### src/rtl/fdr_pkg.sv
`default_nettype none

package fdr_pkg;

  localparam int SAMPLE_W = 16;
  localparam int BLK_W    = 4;

  typedef logic signed [SAMPLE_W-1:0] sample_t;
  typedef logic [BLK_W-1:0]           blocks_t;

  typedef struct packed {
    sample_t mix;
    sample_t fb;
  } mix_res_t;

endpackage

`default_nettype wire

### src/rtl/fdr_mix.sv
`default_nettype none

module fdr_mix (
  input  wire fdr_pkg::sample_t smp,
  input  wire fdr_pkg::sample_t entry,
  output fdr_pkg::mix_res_t     res
);

  logic signed [fdr_pkg::SAMPLE_W+1:0] sum;

  // 3*x + entry, then floor divide by 4; the result always fits 16 bits
  always_comb begin
    sum = {smp[fdr_pkg::SAMPLE_W-1], smp[fdr_pkg::SAMPLE_W-1], smp}
        + {smp[fdr_pkg::SAMPLE_W-1], smp, 1'b0}
        + {entry[fdr_pkg::SAMPLE_W-1], entry[fdr_pkg::SAMPLE_W-1], entry};
    res.mix = sum[fdr_pkg::SAMPLE_W+1:2];
    res.fb  = {res.mix[fdr_pkg::SAMPLE_W-1], res.mix[fdr_pkg::SAMPLE_W-1:1]};
  end

endmodule

`default_nettype wire
### config.mk
export PLATFORM = sky130hd
export DESIGN_NAME = fdr_mix
export DESIGN_NICKNAME = d
export VERILOG_FILES = /design/src/rtl/fdr_pkg.sv /design/src/rtl/fdr_mix.sv
export SDC_FILE = /design/constraint.sdc
export NUM_CORES = 1
export LEC_CHECK = 0
export BUFFER_PORTS_ARGS = -buffer_cell sky130_fd_sc_hd__buf_4
export CAP_MARGIN = 10
export CORE_MARGIN = 2
export CORE_UTILIZATION = 43
export DETAILED_ROUTE_END_ITERATION = 10
export PLACE_DENSITY_LB_ADDON = 0.08
export SYNTH_ARGS = -nofsm -noshare
export SYNTH_HDL_FRONTEND = slang
export SYNTH_SLANG_ARGS = --single-unit
export TNS_END_PERCENT = 5
### constraint.sdc
create_clock -name vclk -period 3.9
set_clock_uncertainty 0.1 [all_clocks]
set_input_delay 0.39 -clock vclk [all_inputs]
set_output_delay 0.39 -clock vclk [all_outputs]
set_load 0.005 [all_outputs]
After elaboration in Yosys (flattened, before gate mapping):

Cells that the tools add are included.

* memories kept: 0
* memory bits (writable): 0
* logic and storage cells: 2
* register bits after elaboration: 0
* bits of input ports: 32
* output and inout port bits: 32
* bits in latches: 0
* bits in read-only memories: 0

* $add $sub $neg: 2
* mux-type cells: 0
* order comparisons: 0
* reductions and logical operators: 0
* multipliers: 0
* div/mod/pow operators: 0
* equality and inequality tests: 0
* bitwise gates (word level): 0
* shifts and indexed selects: 0

Operator list (number)
* $add A16 B17 Y18: 1
* $add A18 B18 Y18: 1

Longest topological paths before layout:

* depth after elaboration: 2
* gate-level depth with buffers: 11

Least setup slack after synthesis:

OpenSTA, ideal clock, no wires.

* path kind: input port to output port
* start point: input smp[0]
* end point: output res[15] (netlist name)
* stages: 11
* data arrival time: 2622 ps
* path slack: 788 ps
* cell sequence: inv_1 -> fa_1 -> nor2_1 -> fa_1 -> a211oi_2 -> o21ai_1 -> a21oi_1 -> nand3_1 -> a31oi_1 -> xnor2_1 -> buf_4

RTL lines
* start, declared: line fdr_mix.sv:4 `input wire fdr_pkg::sample_t smp,`
* end, declared: line fdr_mix.sv:6 `output fdr_pkg::mix_res_t res`

==> flow_metrics.py <==
metrics = {
    "worst_setup_path": {
        "critPathRequiredTime_ps": 3410,
        "critical_path_class": "in -> out",
        "critPathMaxFanout": 3,
        "worst_setup_path_end_kind": "primary output",
        "critPathSlowestCell": "fa_1",
        "max_stage_delay_ps": 550,
        "worstPathArrival_ps": 2970,
        "critPathLaunchType": "input pin",
        "cp_cell_sequence": "buf_4 > inv_1 > fa_1 > nor2_1 > fa_1 > a211oi_2 > o21ai_1 > a21oi_1 > nand3_1 > a31oi_1 > xnor2_1 > buf_4",
    },
    "sta": {
        "finalSetupViolations": 0,
        "slew_viol_final": 0,
        "rsz0062_at_grt": "no",
        "fmax_mhz": 289,
        "fin_crit_ps": 3460,
        "hold_viol": 0,
        "hold_slack_ps": 1150,
        "worst_slew_pin_slew_ps": 373,
        "slew_headroom_pct": 74.9,
        "setup_tns_ps": 0,
        "fin_crit_sh_pct": 88.8,
    },
    "synth": {
        "synth_cell_type_count": 35,
        "yosysTopAreaCell": "fa_1",
        "synth_area_mm2": 0.00127,
        "synth_commonest_cells": "16 x buf_4, 16 x fa_1, 15 x ha_1",
        "ys_seq_area_share_pct": 0,
        "yosysWarnings": 0,
        "yosysTopAreaCellShare_pct": 25.3,
        "ys_top_cells_by_area": "fa_1 25%, ha_1 15%, buf_4 9.5%, xnor2_1 8.3%, a21oi_1 5.1%",
        "syn-num-nets": 209,
        "syn_area_per_cell_um2": 8.67,
        "synthCells": 146,
    },
    "global_routing": {
        "use_met1_pct": 20.5,
        "grt_first_pass_wirelength_mm": 4.53,
        "grt_busiest_layer": "met2",
        "grt_use_total_pct": 16.1,
        "grt_util_met2_pct": 31.3,
        "antenna_found_initial": 0,
        "grt_pass1_vias": 1120,
        "grt.overflow.total": 0,
        "grt_max_degree": 9,
        "globalRouteMet3Util_pct": 0.223,
    },
    "clocking": {
        "post_cts_buffers": 0,
        "cts_resized": 0,
        "ctsHoldBuffers": 0,
    },
    "floorplan": {
        "die_y_um": 58.3,
        "pin_count": 64,
        "fp-row-count": 19,
        "die_x_um": 58.3,
        "start_util_pct": 45.5,
        "core-area_mm2": 0.00278,
        "die-area_mm2": 0.00339,
    },
    "place": {
        "dp_cells": 221,
        "hpwlAfterDp_mm": 2.51,
        "place.port_buffers": 64,
        "gp_congestion": 0.843,
    },
    "finish": {
        "instances_no_fill": 221,
        "n_antenna_cell": 0,
        "nFlopsAndLatches": 0,
        "fin_nets": 255,
        "drive_above_1_share_pct": 37.9,
        "clock_buffers": 0,
        "finish.utilization_pct": 58.9,
        "seq_area_um2": 0,
        "area_delta_synth_final_pct": 29.4,
    },
    "drt": {
        "detail_route.wl_per_cell_um": 12.4,
        "first_iter_violations": 15,
        "avgViaCountPerCell": 5.29,
        "postRouteAntennaNets": 0,
        "routed_wl_mm": 2.75,
        "vias": 1168,
        "drc": 0,
        "dr.pass1.iters": 4,
    },
    "power": {
        "powerDensity_mw_per_mm2": 386,
        "total_power_uw": 633,
        "max-vdd-ir-drop_v": 0.000248,
        "leakagePower_uw": 0.000774,
    },
    "worst_hold_path": {
        "hp-class": "in -> out",
    },
    "flow_run": {
        "maxCapViolations": 0,
    },
    "outcome": {
        "outcome": "finished clean",
    },
}
## per-stage QoR
step | worst slack [ps] | area (um^2)
5_1_grt | 288 | 1640
2_1_floorplan | 788 | 1270
4_1_cts | 451 | 1640
3_5_place_dp | 478 | 1640
6_report | 436 | 1640
3_3_place_gp | 563 | 1640
## placed cells by master, fill, tap and decap left out, types with 2 or more instances in the layout
master	Yosys	layout
fa_1	16	16
nor2b_1	2	2
a21oi_1	13	13
o211ai_1	2	2
xor2_1	3	3
o21ai_0	6	6
nor2_1	9	9
nand2_1	8	8
a31oi_1	2	2
a211oi_2	3	3
buf_4	16	64
a21o_1	6	6
nand3_1	5	5
ha_1	15	15
xnor2_1	12	12
o21ai_1	3	3
inv_1	5	5
o21a_1	2	2
## cell families after synthesis
kind of cell | Yosys count | share of synthesized area, %
adders and majority gates | 31 | 40.1
buffers and inverters | 25 | 13.0
xor gates and xnor gates | 15 | 10.4
and+or+nand+nor | 28 | 10.3
AOI/OAI and AO/OA | 47 | 26.2
## worst paths after layout
path / startpoint / to / slack (ps) / cells past startpoint
max: smp[0] / res[31] / 440 / 12
min: smp[15] / res[14] / 1150 / 4
## report_power, final
part | internal (uW) | switching (uW) | total, uW
Combinational | 348 | 286 | 633
Clock | 0 | 0 | 0
Sequential | 0 | 0 | 0
## final cells by class
type | count | area (um^2)
inverters | 5 | 18.8
repair buffers | 64 | 480
well taps | 31 | 38.8
fillers | 272 | 1140
multi-input cells | 121 | 1100
## layer usage
metal	vias up	share of wire [%]
met3	2	4.2
met5	-	0
met4	0	0.51
li1	592	-
met2	36	53
met1	538	43
## critical path: cells and delay by family
kind / cells / cell delay (ps)
XOR/XNOR: 1 / 190
buffers and inverters: 3 / 310
AO/OA/AOI/OAI: 4 / 900
AND/OR/NAND/NOR: 2 / 220
adder cells (fa/ha/maj): 2 / 970
Power figures use the tool's default switching activity.
